===== src/rtl/burg_pkg.sv =====
// shared types and constants of the bounded uniform random generator
`timescale 1ns / 1ps

package burg_pkg;

    localparam int unsigned DATA_W   = 64;
    localparam int unsigned HALF_W   = 32;
    localparam int unsigned DIV_CNT_W = 7;

    localparam logic [DATA_W-1:0] GOLDEN_INC = 64'h9e37_79b9_7f4a_7c15;
    localparam logic [DATA_W-1:0] MIX_MUL_A  = 64'hbf58_476d_1ce4_e5b9;
    localparam logic [DATA_W-1:0] MIX_MUL_B  = 64'h94d0_49bb_1331_11eb;
    localparam int unsigned MIX_SH_A = 30;
    localparam int unsigned MIX_SH_B = 27;
    localparam int unsigned MIX_SH_C = 31;

    typedef struct packed {
        logic [DATA_W-1:0] minimum;
        logic [DATA_W-1:0] maximum;
    } req_t;

    typedef struct packed {
        logic [DATA_W-1:0] value;
        logic              range_error;
    } rsp_t;

    typedef enum logic [3:0] {
        ST_IDLE,
        ST_PREP,
        ST_LIMIT_START,
        ST_LIMIT_WAIT,
        ST_DRAW,
        ST_MA0,
        ST_MA1,
        ST_MA2,
        ST_MB0,
        ST_MB1,
        ST_MB2,
        ST_TEST,
        ST_MOD_START,
        ST_MOD_WAIT,
        ST_OUT
    } state_t;

    typedef enum logic {
        DIV_LIMIT,
        DIV_MOD
    } div_kind_t;

    typedef enum logic [1:0] {
        MUL_NONE,
        MUL_P0,
        MUL_P1,
        MUL_P2
    } mul_op_t;

    typedef enum logic {
        MUL_K_A,
        MUL_K_B
    } mul_k_t;

    typedef enum logic [1:0] {
        OUT_ERR,
        OUT_RAW,
        OUT_REM
    } out_sel_t;

    typedef struct packed {
        logic      capture;
        logic      prep;
        logic      div_start;
        div_kind_t div_kind;
        logic      limit_load;
        logic      advance;
        mul_op_t   mul_op;
        mul_k_t    mul_k;
        logic      load_out;
        out_sel_t  out_sel;
    } cmd_t;

    typedef struct packed {
        logic err;
        logic full;
        logic div_busy;
        logic div_done;
        logic draw_ok;
        logic out_busy;
    } status_t;

endpackage


===== src/rtl/burg_div.sv =====
// radix-2 restoring remainder unit, one quotient bit per cycle
`timescale 1ns / 1ps

module burg_div
    import burg_pkg::*;
(
    input  logic              aclk,
    input  logic              aresetn,
    input  logic              start,
    input  logic [DATA_W-1:0] dividend,
    input  logic [DATA_W-1:0] divisor,
    output logic              busy,
    output logic              done,
    output logic [DATA_W-1:0] rem
);

    logic                 busy_reg, busy_next;
    logic                 done_reg, done_next;
    logic [DIV_CNT_W-1:0] cnt_reg, cnt_next;
    logic [DATA_W-1:0]    dvd_reg, dvd_next;
    logic [DATA_W-1:0]    dsr_reg, dsr_next;
    logic [DATA_W-1:0]    rem_reg, rem_next;
    logic [DATA_W:0]      trial;
    logic [DATA_W:0]      diff;

    assign trial = {rem_reg, dvd_reg[DATA_W-1]};
    assign diff  = trial - {1'b0, dsr_reg};

    always_comb begin
        busy_next = busy_reg;
        done_next = 1'b0;
        cnt_next  = cnt_reg;
        dvd_next  = dvd_reg;
        dsr_next  = dsr_reg;
        rem_next  = rem_reg;
        if (start) begin
            busy_next = 1'b1;
            cnt_next  = DIV_CNT_W'(DATA_W);
            dvd_next  = dividend;
            dsr_next  = divisor;
            rem_next  = '0;
        end else if (busy_reg) begin
            // keep the partial remainder when the trial subtract borrows
            rem_next = diff[DATA_W] ? trial[DATA_W-1:0] : diff[DATA_W-1:0];
            dvd_next = {dvd_reg[DATA_W-2:0], 1'b0};
            cnt_next = cnt_reg - 1'b1;
            if (cnt_reg == DIV_CNT_W'(1)) begin
                busy_next = 1'b0;
                done_next = 1'b1;
            end
        end
    end

    always_ff @(posedge aclk) begin
        if (!aresetn) begin
            busy_reg <= 1'b0;
            done_reg <= 1'b0;
            cnt_reg  <= '0;
        end else begin
            busy_reg <= busy_next;
            done_reg <= done_next;
            cnt_reg  <= cnt_next;
        end
        dvd_reg <= dvd_next;
        dsr_reg <= dsr_next;
        rem_reg <= rem_next;
    end

    assign busy = busy_reg;
    assign done = done_reg;
    assign rem  = rem_reg;

endmodule


===== src/rtl/burg_dpath.sv =====
// datapath: counter, mixer with shared 32x32 multiplier, divider, output register
`timescale 1ns / 1ps

module burg_dpath
    import burg_pkg::*;
(
    input  logic              aclk,
    input  logic              aresetn,
    input  cmd_t              cmd,
    output status_t           status,
    input  req_t              s_data,
    output logic              m_valid,
    input  logic              m_ready,
    output rsp_t              m_data,
    input  logic              cfg_we,
    input  logic [DATA_W-1:0] cfg_data
);

    logic [DATA_W-1:0] counter_reg, counter_next;
    logic [DATA_W-1:0] lo_reg, hi_reg;
    logic [DATA_W-1:0] w_reg, limit_reg;
    logic              err_reg, full_reg;
    logic [DATA_W-1:0] x_reg, x_next;
    logic [DATA_W-1:0] acc_reg, acc_next;
    logic              m_valid_reg;
    rsp_t              m_data_reg;

    logic [DATA_W-1:0] mul_k_val;
    logic [HALF_W-1:0] mul_a, mul_b;
    logic [DATA_W-1:0] mul_p;
    logic [DATA_W-1:0] sum;
    logic [DATA_W-1:0] div_dividend;
    logic              div_busy, div_done;
    logic [DATA_W-1:0] div_rem;

    assign counter_next = counter_reg + GOLDEN_INC;
    assign mul_k_val    = (cmd.mul_k == MUL_K_A) ? MIX_MUL_A : MIX_MUL_B;

    // low 64 bits of x * k from three 32-bit partial products
    always_comb begin
        case (cmd.mul_op)
            MUL_P0: begin
                mul_a = x_reg[HALF_W-1:0];
                mul_b = mul_k_val[HALF_W-1:0];
            end
            MUL_P1: begin
                mul_a = x_reg[HALF_W-1:0];
                mul_b = mul_k_val[DATA_W-1:HALF_W];
            end
            MUL_P2: begin
                mul_a = x_reg[DATA_W-1:HALF_W];
                mul_b = mul_k_val[HALF_W-1:0];
            end
            default: begin
                mul_a = '0;
                mul_b = '0;
            end
        endcase
    end

    assign mul_p = mul_a * mul_b;
    assign sum   = acc_reg + {mul_p[HALF_W-1:0], {HALF_W{1'b0}}};

    always_comb begin
        x_next   = x_reg;
        acc_next = acc_reg;
        if (cmd.advance) begin
            x_next = counter_next ^ (counter_next >> MIX_SH_A);
        end
        case (cmd.mul_op)
            MUL_P0: acc_next = mul_p;
            MUL_P1: acc_next = sum;
            MUL_P2: begin
                if (cmd.mul_k == MUL_K_A) begin
                    x_next = sum ^ (sum >> MIX_SH_B);
                end else begin
                    x_next = sum ^ (sum >> MIX_SH_C);
                end
            end
            default: acc_next = acc_reg;
        endcase
    end

    assign div_dividend = (cmd.div_kind == DIV_LIMIT) ? (DATA_W'(0) - w_reg) : x_reg;

    burg_div u_div (
        .aclk     (aclk),
        .aresetn  (aresetn),
        .start    (cmd.div_start),
        .dividend (div_dividend),
        .divisor  (w_reg),
        .busy     (div_busy),
        .done     (div_done),
        .rem      (div_rem)
    );

    always_ff @(posedge aclk) begin
        if (!aresetn) begin
            counter_reg <= '0;
            m_valid_reg <= 1'b0;
        end else begin
            if (cfg_we) begin
                counter_reg <= cfg_data;
            end else if (cmd.advance) begin
                counter_reg <= counter_next;
            end
            if (cmd.load_out) begin
                m_valid_reg <= 1'b1;
            end else if (m_ready) begin
                m_valid_reg <= 1'b0;
            end
        end
        if (cmd.capture) begin
            lo_reg <= s_data.minimum;
            hi_reg <= s_data.maximum;
        end
        if (cmd.prep) begin
            err_reg   <= lo_reg > hi_reg;
            full_reg  <= (lo_reg == '0) && (hi_reg == '1);
            w_reg     <= hi_reg - lo_reg + 1'b1;
            limit_reg <= '0;
        end else if (cmd.limit_load) begin
            limit_reg <= div_rem;
        end
        x_reg   <= x_next;
        acc_reg <= acc_next;
        if (cmd.load_out) begin
            case (cmd.out_sel)
                OUT_ERR: begin
                    m_data_reg.value       <= '0;
                    m_data_reg.range_error <= 1'b1;
                end
                OUT_RAW: begin
                    m_data_reg.value       <= x_reg;
                    m_data_reg.range_error <= 1'b0;
                end
                OUT_REM: begin
                    m_data_reg.value       <= lo_reg + div_rem;
                    m_data_reg.range_error <= 1'b0;
                end
                default: begin
                    m_data_reg.value       <= '0;
                    m_data_reg.range_error <= 1'b1;
                end
            endcase
        end
    end

    assign status.err      = err_reg;
    assign status.full     = full_reg;
    assign status.div_busy = div_busy;
    assign status.div_done = div_done;
    assign status.draw_ok  = x_reg >= limit_reg;
    assign status.out_busy = m_valid_reg && !m_ready;

    assign m_valid = m_valid_reg;
    assign m_data  = m_data_reg;

endmodule


===== src/rtl/burg_ctrl.sv =====
// controller state machine sequencing draws, mixing and divisions
`timescale 1ns / 1ps

module burg_ctrl
    import burg_pkg::*;
(
    input  logic    aclk,
    input  logic    aresetn,
    input  logic    s_valid,
    output logic    s_ready,
    input  status_t status,
    output cmd_t    cmd
);

    state_t state_reg, state_next;

    always_comb begin
        state_next = state_reg;
        case (state_reg)
            ST_IDLE: begin
                if (s_valid) begin
                    state_next = ST_PREP;
                end
            end
            ST_PREP: state_next = ST_LIMIT_START;
            ST_LIMIT_START: begin
                if (status.err) begin
                    state_next = ST_OUT;
                end else if (status.full) begin
                    state_next = ST_DRAW;
                end else begin
                    state_next = ST_LIMIT_WAIT;
                end
            end
            ST_LIMIT_WAIT: begin
                if (status.div_done) begin
                    state_next = ST_DRAW;
                end
            end
            ST_DRAW: state_next = ST_MA0;
            ST_MA0:  state_next = ST_MA1;
            ST_MA1:  state_next = ST_MA2;
            ST_MA2:  state_next = ST_MB0;
            ST_MB0:  state_next = ST_MB1;
            ST_MB1:  state_next = ST_MB2;
            ST_MB2:  state_next = ST_TEST;
            ST_TEST: begin
                if (!status.draw_ok) begin
                    state_next = ST_DRAW;
                end else if (status.full) begin
                    state_next = ST_OUT;
                end else begin
                    state_next = ST_MOD_START;
                end
            end
            ST_MOD_START: state_next = ST_MOD_WAIT;
            ST_MOD_WAIT: begin
                if (status.div_done) begin
                    state_next = ST_OUT;
                end
            end
            ST_OUT: begin
                if (!status.out_busy) begin
                    state_next = ST_IDLE;
                end
            end
            default: state_next = ST_IDLE;
        endcase
    end

    always_comb begin
        cmd          = '0;
        cmd.div_kind = DIV_LIMIT;
        cmd.mul_op   = MUL_NONE;
        cmd.mul_k    = MUL_K_A;
        cmd.out_sel  = OUT_ERR;
        s_ready      = 1'b0;
        case (state_reg)
            ST_IDLE: begin
                s_ready     = 1'b1;
                cmd.capture = s_valid;
            end
            ST_PREP: cmd.prep = 1'b1;
            ST_LIMIT_START: begin
                cmd.div_start = !status.err && !status.full;
            end
            ST_LIMIT_WAIT: cmd.limit_load = status.div_done;
            ST_DRAW: cmd.advance = 1'b1;
            ST_MA0:  cmd.mul_op = MUL_P0;
            ST_MA1:  cmd.mul_op = MUL_P1;
            ST_MA2:  cmd.mul_op = MUL_P2;
            ST_MB0: begin
                cmd.mul_op = MUL_P0;
                cmd.mul_k  = MUL_K_B;
            end
            ST_MB1: begin
                cmd.mul_op = MUL_P1;
                cmd.mul_k  = MUL_K_B;
            end
            ST_MB2: begin
                cmd.mul_op = MUL_P2;
                cmd.mul_k  = MUL_K_B;
            end
            ST_MOD_START: begin
                cmd.div_start = 1'b1;
                cmd.div_kind  = DIV_MOD;
            end
            ST_OUT: begin
                cmd.load_out = !status.out_busy;
                if (status.err) begin
                    cmd.out_sel = OUT_ERR;
                end else if (status.full) begin
                    cmd.out_sel = OUT_RAW;
                end else begin
                    cmd.out_sel = OUT_REM;
                end
            end
            default: cmd = '0;
        endcase
    end

    always_ff @(posedge aclk) begin
        if (!aresetn) begin
            state_reg <= ST_IDLE;
        end else begin
            state_reg <= state_next;
        end
    end

`ifndef SYNTHESIS
    // an accepted request always starts with range preparation
    assert property (@(posedge aclk) disable iff (!aresetn)
        (s_valid && s_ready) |=> (state_reg == ST_PREP))
        else $error("accepted request did not enter preparation");

    // the result register is never overwritten while it still holds a transaction
    assert property (@(posedge aclk) disable iff (!aresetn)
        cmd.load_out |-> !status.out_busy)
        else $error("result loaded over a pending transaction");

    // a division is never started on top of a running one
    assert property (@(posedge aclk) disable iff (!aresetn)
        cmd.div_start |-> !status.div_busy)
        else $error("divider restarted while busy");

    // an empty range goes straight to the result without drawing
    assert property (@(posedge aclk) disable iff (!aresetn)
        (state_reg == ST_LIMIT_START && status.err) |=> (state_reg == ST_OUT))
        else $error("range error did not skip the draw");
`endif

endmodule


===== src/rtl/bounded_uniform_random_generator_top.sv =====
// top level of the bounded uniform random generator
`timescale 1ns / 1ps

// bounded uniform random generator: each request transaction carries a
// minimum and a maximum, and one result transaction comes back with a
// splitmix64 value drawn uniformly from the closed range, or value 0 with
// range_error set when the minimum is above the maximum (the counter then
// stays put). writing cfg_data with cfg_we high reloads the 64-bit counter;
// write only while no request is in flight. one request is worked at a time.
// a normal range runs, from one accepted request to the next: setup
// (accept, range prep, divider start), the 64-step radix-2 remainder that
// gives the rejection threshold, a draw (counter step plus two 64-bit
// multiplies built from three 32x32 partial products each, then the
// threshold test), a second 64-step remainder on the shared divider, and
// the load of the result; each rejected draw is followed by a new draw.
// the full 64-bit range skips both divisions, and a range error skips the
// divisions and the draws. the result sits in an output register, so
// s_ready comes back as soon as it is loaded.

module bounded_uniform_random_generator_top
    import burg_pkg::*;
(
    input  logic              aclk,
    input  logic              aresetn,
    // request channel
    input  logic              s_valid,
    output logic              s_ready,
    input  req_t              s_data,
    // result channel
    output logic              m_valid,
    input  logic              m_ready,
    output rsp_t              m_data,
    // seed register write port
    input  logic              cfg_we,
    input  logic [DATA_W-1:0] cfg_data
);

    // command and status between the sequencer and the datapath
    cmd_t    cmd;
    status_t status;

    burg_ctrl u_ctrl (
        .aclk    (aclk),
        .aresetn (aresetn),
        .s_valid (s_valid),
        .s_ready (s_ready),
        .status  (status),
        .cmd     (cmd)
    );

    burg_dpath u_dpath (
        .aclk     (aclk),
        .aresetn  (aresetn),
        .cmd      (cmd),
        .status   (status),
        .s_data   (s_data),
        .m_valid  (m_valid),
        .m_ready  (m_ready),
        .m_data   (m_data),
        .cfg_we   (cfg_we),
        .cfg_data (cfg_data)
    );

endmodule

===== config.mk =====
export PLATFORM = sky130hd
export DESIGN_NAME = bounded_uniform_random_generator_top
export DESIGN_NICKNAME = d
export VERILOG_FILES = /design/src/rtl/burg_pkg.sv /design/src/rtl/burg_div.sv /design/src/rtl/burg_dpath.sv /design/src/rtl/burg_ctrl.sv /design/src/rtl/bounded_uniform_random_generator_top.sv
export SDC_FILE = /design/constraint.sdc
export NUM_CORES = 2
export LEC_CHECK = 0
export BUFFER_PORTS_ARGS = -buffer_cell sky130_fd_sc_hd__buf_2
export CAP_MARGIN = 30
export CORE_MARGIN = 2
export CORE_UTILIZATION = 54
export CTS_CLUSTER_DIAMETER = 50
export DETAILED_ROUTE_END_ITERATION = 8
export GPL_TIMING_DRIVEN = 0
export PLACE_DENSITY = 0.82
export SETUP_SLACK_MARGIN = 0.05
export SYNTH_ARGS = -nofsm -noshare
export SYNTH_HDL_FRONTEND = slang
export SYNTH_SLANG_ARGS = --single-unit

===== constraint.sdc =====
create_clock -name aclk -period 29.8 [get_ports aclk]
set_input_delay 0 -clock aclk [delete_from_list [all_inputs] [get_ports aclk]]
set_output_delay 0 -clock aclk [all_outputs]
set_load 0.01 [all_outputs]

# Word level (Yosys, flattened, before mapping)
# Cells that the tools add are included.
# W data, S select, Z words.
# classes
n_lt_le_gt_ge,2
eq_ne,25
n_reduce_logical,23
n_mul,1
n_mux,43
addsub,8
bitwise,5
# op_table
cell,count
$mux W64,9
$pmux W65 S2,1
$add A64 B64 Y64,2
$pmux W32 S2,2
$pmux W64 S2,1
$sub A65 B64 Y65,1
$add A64 B1 Y64 const B,1
$add A64 B64 Y64 const B,1
$eq A64 B64 Y1 const B,1
$ge A64 B64 Y1,1
$gt A64 B64 Y1,1
$logic_not A64 Y1,1
$mul A32 B32 Y64,1
$sub A1 B64 Y64 const A,1
$sub A64 B64 Y64,1
$xor A64 B33 Y64,1
$xor A64 B34 Y64,1
$xor A64 B37 Y64,1
$mux W62,1
$pmux W4 S15,1
$eq A4 B4 Y1 const B,7
$mux W4,6
$eq A4 B3 Y1 const B,4
$mux W7,2
21 further kinds,58
# totals
word_cells,127
input_bits,197
regBits,721

# Longest topological paths before layout
# depth
ltp_word,11
ltp_mapped,51
mapped_depth_nobuf,47

# Modules after synthesis
# Synthesis repeated with hierarchy kept, for this count alone.
# hier_totals
cells_unflattened,8304
area_unflattened_um2,78231.3
# modules_own_cells
mod,cells_per_inst,instances,area_each_um2
burg_dpath,7042,1,65889.4
burg_div,1195,1,11850.1
burg_ctrl,67,1,491.7

# Worst setup path before layout
# No wires, ideal clock.
# synth_path
path_kind,register to register
start,register u_ctrl.state_reg[0]
end,"register u_dpath.x_reg[29], data pin"
synth_period_minus_slack_ns,12.208
arrival_time_ns,11.938
path_buffers,5
t_required_ns,29.530
slack_ns,17.592
path_stages_with_launch,46
path_cell_list,dfxtp_1 > clkbuf_1 > buf_1 > nand2b_1 > a21oi_1 > a21o_1 > inv_1 > ha_1 > inv_1 > buf_1 > clkbuf_1 > a22oi_1 > nor2_1 > inv_1 > nor2_1 > fa_1 > fa_1 > fa_1 > [10 not listed] > or3b_2 > nor3_1 > nor2_1 > a21o_1 > a21oi_1 > xnor2_1 > ha_1 > clkbuf_1 > and3_1 > and4_1 > o21ai_0 > a31oi_1 > o41ai_1 > mux2i_1 > nand2_1 > a21oi_1 > xor2_1 > a21oi_1
# synth_between
elab_chain_cells,11
word_cells_on_any_way,26
cone_classes,1 x add/sub; 1 x mul; 9 x eq/ne; 7 x mux; 2 x bitwise; 6 x reduce/logical
# synth_rtl
item,line,text
start: declaration,burg_ctrl.sv:15,"state_t state_reg, state_next;"
start signal: assignment,burg_ctrl.sv:126,state_reg <= state_next;
$eq A4 B3 Y1 / $eq A4 B4 Y1 (equally long branches),burg_ctrl.sv:78,case (state_reg)
$reduce_or A2 Y1 (no source line),--,
$pmux W2 S3,burg_ctrl.sv:78,
$eq A2 B1 Y1 (tied with other cells),burg_dpath.sv:41,case (cmd.mul_op)
$reduce_or A2 Y1 (no source line),--,
$pmux W32 S2,burg_dpath.sv:41,
$mul A32 B32 Y64,burg_dpath.sv:61,assign mul_p = mul_a * mul_b;
$add A64 B64 Y64,burg_dpath.sv:62,"assign sum = acc_reg + {mul_p[HALF_W-1:0], {HALF_W{1'b0}}};"
$xor A64 B37 Y64 / $xor A64 B33 Y64 (equally long branches),"burg_dpath.sv:75, burg_dpath.sv:77",
$mux W64,burg_dpath.sv:74,if (cmd.mul_k == MUL_K_A) begin
$mux W64 (*),burg_dpath.sv:70,case (cmd.mul_op)
via u_dpath.x_next[29],burg_dpath.sv:23,"logic [DATA_W-1:0] x_reg, x_next;"
end signal: assignment,burg_dpath.sv:125,x_reg <= x_next;
end: declaration,burg_dpath.sv:23,
# Mark *: on every way through the listed nets, which the timed path passes. The rest lies on a longest branch.
# A chain may end at the register's enable or synchronous reset.

# Worst setup path after layout
# layout_path
start,register u_ctrl.state_reg[0]
end,"register u_dpath.x_reg[34], data pin"
# Same word-level chain as after synthesis.

==> flow_summary.html <==
<table>
<tr><th>Metric</th><th>Value</th></tr>
<tr><th colspan="2">Worst setup path</th></tr>
<tr><td>Required time reported for the critical path endpoint</td><td>30.22 ns</td></tr>
<tr><td>Worst Setup End Kind</td><td>flip-flop</td></tr>
<tr><td>Slack of the worst reg-to-reg path</td><td>12.48 ns</td></tr>
<tr><td>CP peak stage delay</td><td>0.80 ns</td></tr>
<tr><td>Most frequent cell on the critical path</td><td>fa_1</td></tr>
<tr><td>Data arrival time at the worst-slack endpoint</td><td>17.73 ns</td></tr>
<tr><td>Library cell contributing the largest single delay on the critical path</td><td>clkbuf_1</td></tr>
<tr><td>Startpoint class of the critical path</td><td>flip-flop</td></tr>
<tr><td>Critical path peak fanout</td><td>10</td></tr>
<tr><td>Kind of critical path</td><td>reg -&gt; reg</td></tr>
<tr><th colspan="2">Logic synthesis</th></tr>
<tr><td>Post-Synthesis Mean Instance Area</td><td>9.34 µm²</td></tr>
<tr><td>Post-Syn Instances</td><td>8212</td></tr>
<tr><td>Proportion of register bits with asynchronous set or reset after synthesis</td><td>0</td></tr>
<tr><td>Post-synthesis sequential area ratio</td><td>0.255</td></tr>
<tr><td>Synth warnings</td><td>0</td></tr>
<tr><td>Cell area after technology mapping</td><td>76700 µm²</td></tr>
<tr><td>Top FF cell, synth</td><td>edfxtp_1</td></tr>
<tr><td>Post-synthesis cell type count</td><td>93</td></tr>
<tr><td>Number of flops mapped to enable cells by yosys</td><td>515</td></tr>
<tr><td>Flops &amp; latches, synth</td><td>721</td></tr>
<tr><td>Post-Synthesis Net Count</td><td>9989</td></tr>
<tr><th colspan="2">Clocking</th></tr>
<tr><td>Clock Tree Buf Depth</td><td>3</td></tr>
<tr><td>Number of clock sinks</td><td>721</td></tr>
<tr><td>Number of levels the H-tree was split into</td><td>3</td></tr>
<tr><td>Clock root buffer</td><td>clkbuf_16</td></tr>
<tr><td>Clock latency on the worst-skew pair</td><td>0.69 ns</td></tr>
<tr><td>CTS buffer count</td><td>79</td></tr>
<tr><td>Reg clk slew, reported paths</td><td>0.08 ns</td></tr>
<tr><td>Setup Fix Bufs, Post-CTS</td><td>0</td></tr>
<tr><td>TritonCTS clock tree</td><td>built</td></tr>
<tr><th colspan="2">Global routing</th></tr>
<tr><td>Antenna violations before repair</td><td>11</td></tr>
<tr><td>Pin count of the biggest net entering global routing</td><td>77</td></tr>
<tr><td>Combined global-route utilization of all metal layers</td><td>0.413</td></tr>
<tr><td>GRT Residual Overflow</td><td>0</td></tr>
<tr><td>Vias in the first global route</td><td>64900</td></tr>
<tr><td>First-pass GRT wire length</td><td>436 mm</td></tr>
<tr><th colspan="2">Detailed routing</th></tr>
<tr><td>Residual DRC</td><td>0</td></tr>
<tr><td>Number of iterations in the first detailed-routing pass</td><td>6</td></tr>
<tr><td>Post-Route WL</td><td>303 mm</td></tr>
<tr><td>Total number of vias</td><td>67000</td></tr>
<tr><td>Drt wl/cell</td><td>28.2 µm</td></tr>
<tr><td>Number of vias per cell</td><td>6.23</td></tr>
<tr><td>Antenna violation net count after detailed routing</td><td>0</td></tr>
<tr><td>Detailed Route Iter0 Violations</td><td>9559</td></tr>
<tr><th colspan="2">Power</th></tr>
<tr><td>Tot Pwr</td><td>6.29 mW</td></tr>
<tr><td>Ratio of total power to cell area</td><td>73.4 nW/µm²</td></tr>
<tr><td>Leakage power total</td><td>40.0 nW</td></tr>
<tr><td>Highest ir drop seen on vdd</td><td>0.0000710 V</td></tr>
<tr><th colspan="2">Min path</th></tr>
<tr><td>Min-delay worst type</td><td>in -&gt; reg</td></tr>
<tr><th colspan="2">Timing</th></tr>
<tr><td>Achievable frequency</td><td>0.0577 GHz</td></tr>
<tr><td>TNS Setup</td><td>0 ns</td></tr>
<tr><td>Slew at the pin closest to its max-slew limit</td><td>1.13 ns</td></tr>
<tr><td>Slew Limit Fails</td><td>0</td></tr>
<tr><td>Relative slew slack</td><td>0.242</td></tr>
<tr><td>RSZ-0062 raised after global routing</td><td>no</td></tr>
<tr><td>Clock Skew</td><td>0.0351 ns</td></tr>
<tr><td>Final critical path time including I/O delays and setup</td><td>17.32 ns</td></tr>
<tr><td>Final setup violating endpoints</td><td>0</td></tr>
<tr><td>Final hold vios</td><td>0</td></tr>
<tr><td>Final period utilization</td><td>0.581</td></tr>
<tr><td>Final setup margin</td><td>12.48 ns</td></tr>
<tr><th colspan="2">Layout</th></tr>
<tr><td>Nets</td><td>10600</td></tr>
<tr><td>Cell Count, Final, Fillers Out</td><td>10800</td></tr>
<tr><td>Area Overhead vs Synth</td><td>11.8%</td></tr>
<tr><td>Number of flip-flops under the largest register name</td><td>65</td></tr>
<tr><td>Ratio of cells with drive above 1 in the final layout</td><td>0.0627</td></tr>
<tr><td>Layout filler cell count</td><td>12200</td></tr>
<tr><th colspan="2">Die</th></tr>
<tr><td>Area of the placeable core</td><td>141000 µm²</td></tr>
<tr><td>Overall die width</td><td>381 µm</td></tr>
<tr><td>Full die area</td><td>145000 µm²</td></tr>
<tr><td>IO Count</td><td>264</td></tr>
<tr><td>Initial core utilization</td><td>0.543</td></tr>
<tr><td>Floorplan row count</td><td>138</td></tr>
<tr><td>Floorplan die height</td><td>381 µm</td></tr>
<tr><th colspan="2">Placed design</th></tr>
<tr><td>Final weighted congestion in routability-driven placement</td><td>1.05</td></tr>
<tr><td>Placed Cells incl. Taps</td><td>10400</td></tr>
<tr><td>Post-DP HPWL</td><td>249 mm</td></tr>
<tr><td>Count of input and output buffers</td><td>263</td></tr>
<tr><td>Pre-CTS setup slack</td><td>13.39 ns</td></tr>
<tr><th colspan="2">Status</th></tr>
<tr><td>Result of the run</td><td>finished, final reports clean</td></tr>
<tr><th colspan="2">Run</th></tr>
<tr><td># Max-Cap Violations</td><td>0</td></tr>
</table>
-- final cells by class --
class / instances / area (µm²) / area share
Timing Repair Buffer: 509 / 3890 / 0.0454
Buffer: 321 / 1230 / 0.0144
Multi-Input combinational cell: 5929 / 51300 / 0.598
Clock inverter: 46 / 474 / 0.00553
Antenna cell: 5 / 12.5 / 0.000146
Tap cell: 1890 / 2360 / 0.0276
Clock buffer: 100 / 2250 / 0.0262
Inverter: 1241 / 4660 / 0.0543
Sequential cell: 721 / 19600 / 0.228
-- kinds of logic (layout without fill, tap and decap cells) --
family,count (synthesis),count (layout),synth area share
simple gates,2033,2033,0.123
compound gates,1734,1734,0.138
fa+ha+maj,1580,1580,0.339
buf+inv,1562,2217,0.0767
flops,721,721,0.255
xor+xnor,482,482,0.0552
mux,100,100,0.0132
other cells,0,5,0
-- stage by stage --
| stage | area, µm² | utilization | hold slack [ns] |
|---|---|---|---|
| after floorplan | 76700 | - | 0.0989 |
| after global routing | 85700 | 0.607 | 0.0191 |
| after detailed placement | 80800 | 0.572 | 0.178 |
| final | 85700 | 0.607 | 0.0179 |
| after CTS | 85600 | 0.606 | 0.00105 |
| after global placement | 80400 | 0.569 | 0.176 |
-- metal layers --
metal  vias up  share of wire  global-route usage
met4         6          0.050               0.172
met2      4587           0.41               0.586
li1      28700              -                   -
met3       730           0.14               0.117
met5         -        0.00033             0.00364
met1     33000           0.40               0.589
-- cell usage after synthesis (12+ instances only) --
master | n | area (µm²)
a211o_1 | 12 | 105
a211oi_1 | 49 | 368
a21o_1 | 224 | 1680
a21oi_1 | 645 | 3230
a22oi_1 | 88 | 661
a31oi_1 | 45 | 282
and2_1 | 61 | 382
and3_1 | 43 | 269
buf_1 | 29 | 109
buf_2 | 12 | 60.1
clkbuf_1 | 279 | 1050
dfxtp_1 | 206 | 4120
edfxtp_1 | 515 | 15500
fa_1 | 829 | 16600
ha_1 | 751 | 9400
inv_1 | 1237 | 4640
mux2i_1 | 92 | 921
nand2_1 | 617 | 2320
nand2b_1 | 65 | 407
nand3_1 | 78 | 390
nand4_1 | 84 | 526
nor2_1 | 706 | 2650
nor2b_1 | 56 | 350
nor3_1 | 83 | 415
nor4_1 | 58 | 363
o211ai_1 | 18 | 135
o21a_1 | 51 | 383
o21ai_0 | 380 | 1900
o21bai_1 | 41 | 308
o22ai_1 | 20 | 125
o31ai_1 | 27 | 203
or2_2 | 51 | 319
or3_1 | 54 | 338
or4_1 | 16 | 120
xnor2_1 | 290 | 2540
xor2_1 | 191 | 1670
-- cell usage in the layout, fill, tap and decap left out, types with 54 or more instances in the layout --
master | Yosys | routed
clkbuf_16 | 0 | 85
nand2b_1 | 65 | 64
buf_2 | 12 | 281
fa_1 | 829 | 829
dlygate4sd3_1 | 0 | 207
or3_1 | 54 | 54
nand4_1 | 84 | 84
mux2i_1 | 92 | 92
xor2_1 | 191 | 191
and2_1 | 61 | 60
inv_1 | 1237 | 1236
a21o_1 | 224 | 224
a22oi_1 | 88 | 88
edfxtp_1 | 515 | 515
nor3_1 | 83 | 82
nor2_1 | 706 | 705
nand2_1 | 617 | 617
nor2b_1 | 56 | 56
clkbuf_1 | 279 | 284
nor4_1 | 58 | 58
a21oi_1 | 645 | 644
o21ai_0 | 380 | 380
nand3_1 | 78 | 78
dfxtp_1 | 206 | 206
xnor2_1 | 290 | 290
ha_1 | 751 | 751
-- power breakdown --
| part | switching (mW) | internal [mW] | total [mW] | leakage, nW |
|---|---|---|---|---|
| combinational | 2.13 | 1.21 | 3.35 | 32.1 |
| sequential | 0.431 | 1.46 | 1.89 | 6.60 |
| clock | 0.471 | 0.589 | 1.06 | 1.31 |
| total | 3.04 | 3.26 | 6.29 | 40.0 |
-- worst max-delay path: cells and delay by family (launching register included) --
family / cells / cell delay, ns
and+or+nand+nor: 10 / 2.64
AOI/OAI and AO/OA: 11 / 3.02
xor gates and xnor gates: 3 / 1.16
DFF: 1 / 0.31
buffers and inverters: 13 / 5.01
adders and majority gates: 11 / 4.86
-- final timing paths --
path,startpoint,endpoint,cells past startpoint
worst min-delay path,s_data[94],u_dpath.lo_reg[30]$_DFFE_PP_,2
worst min register to register,u_dpath.limit_reg[26]$_SDFFE_PP0P_,u_dpath.limit_reg[26]$_SDFFE_PP0P_,2
worst max-delay path,u_ctrl.state_reg[0]$_SDFFE_PN0P_,u_dpath.x_reg[34]$_DFFE_PP_,48
worst max register to register,u_ctrl.state_reg[0]$_SDFFE_PN0P_,u_dpath.x_reg[34]$_DFFE_PP_,48
-- timing repair --
item | CTS | global route
hold buffers | 207 | 0
resized for setup | 0 | 0
endpoints found under the hold margin | 202 | 0
(Power assumes the default switching activity.)
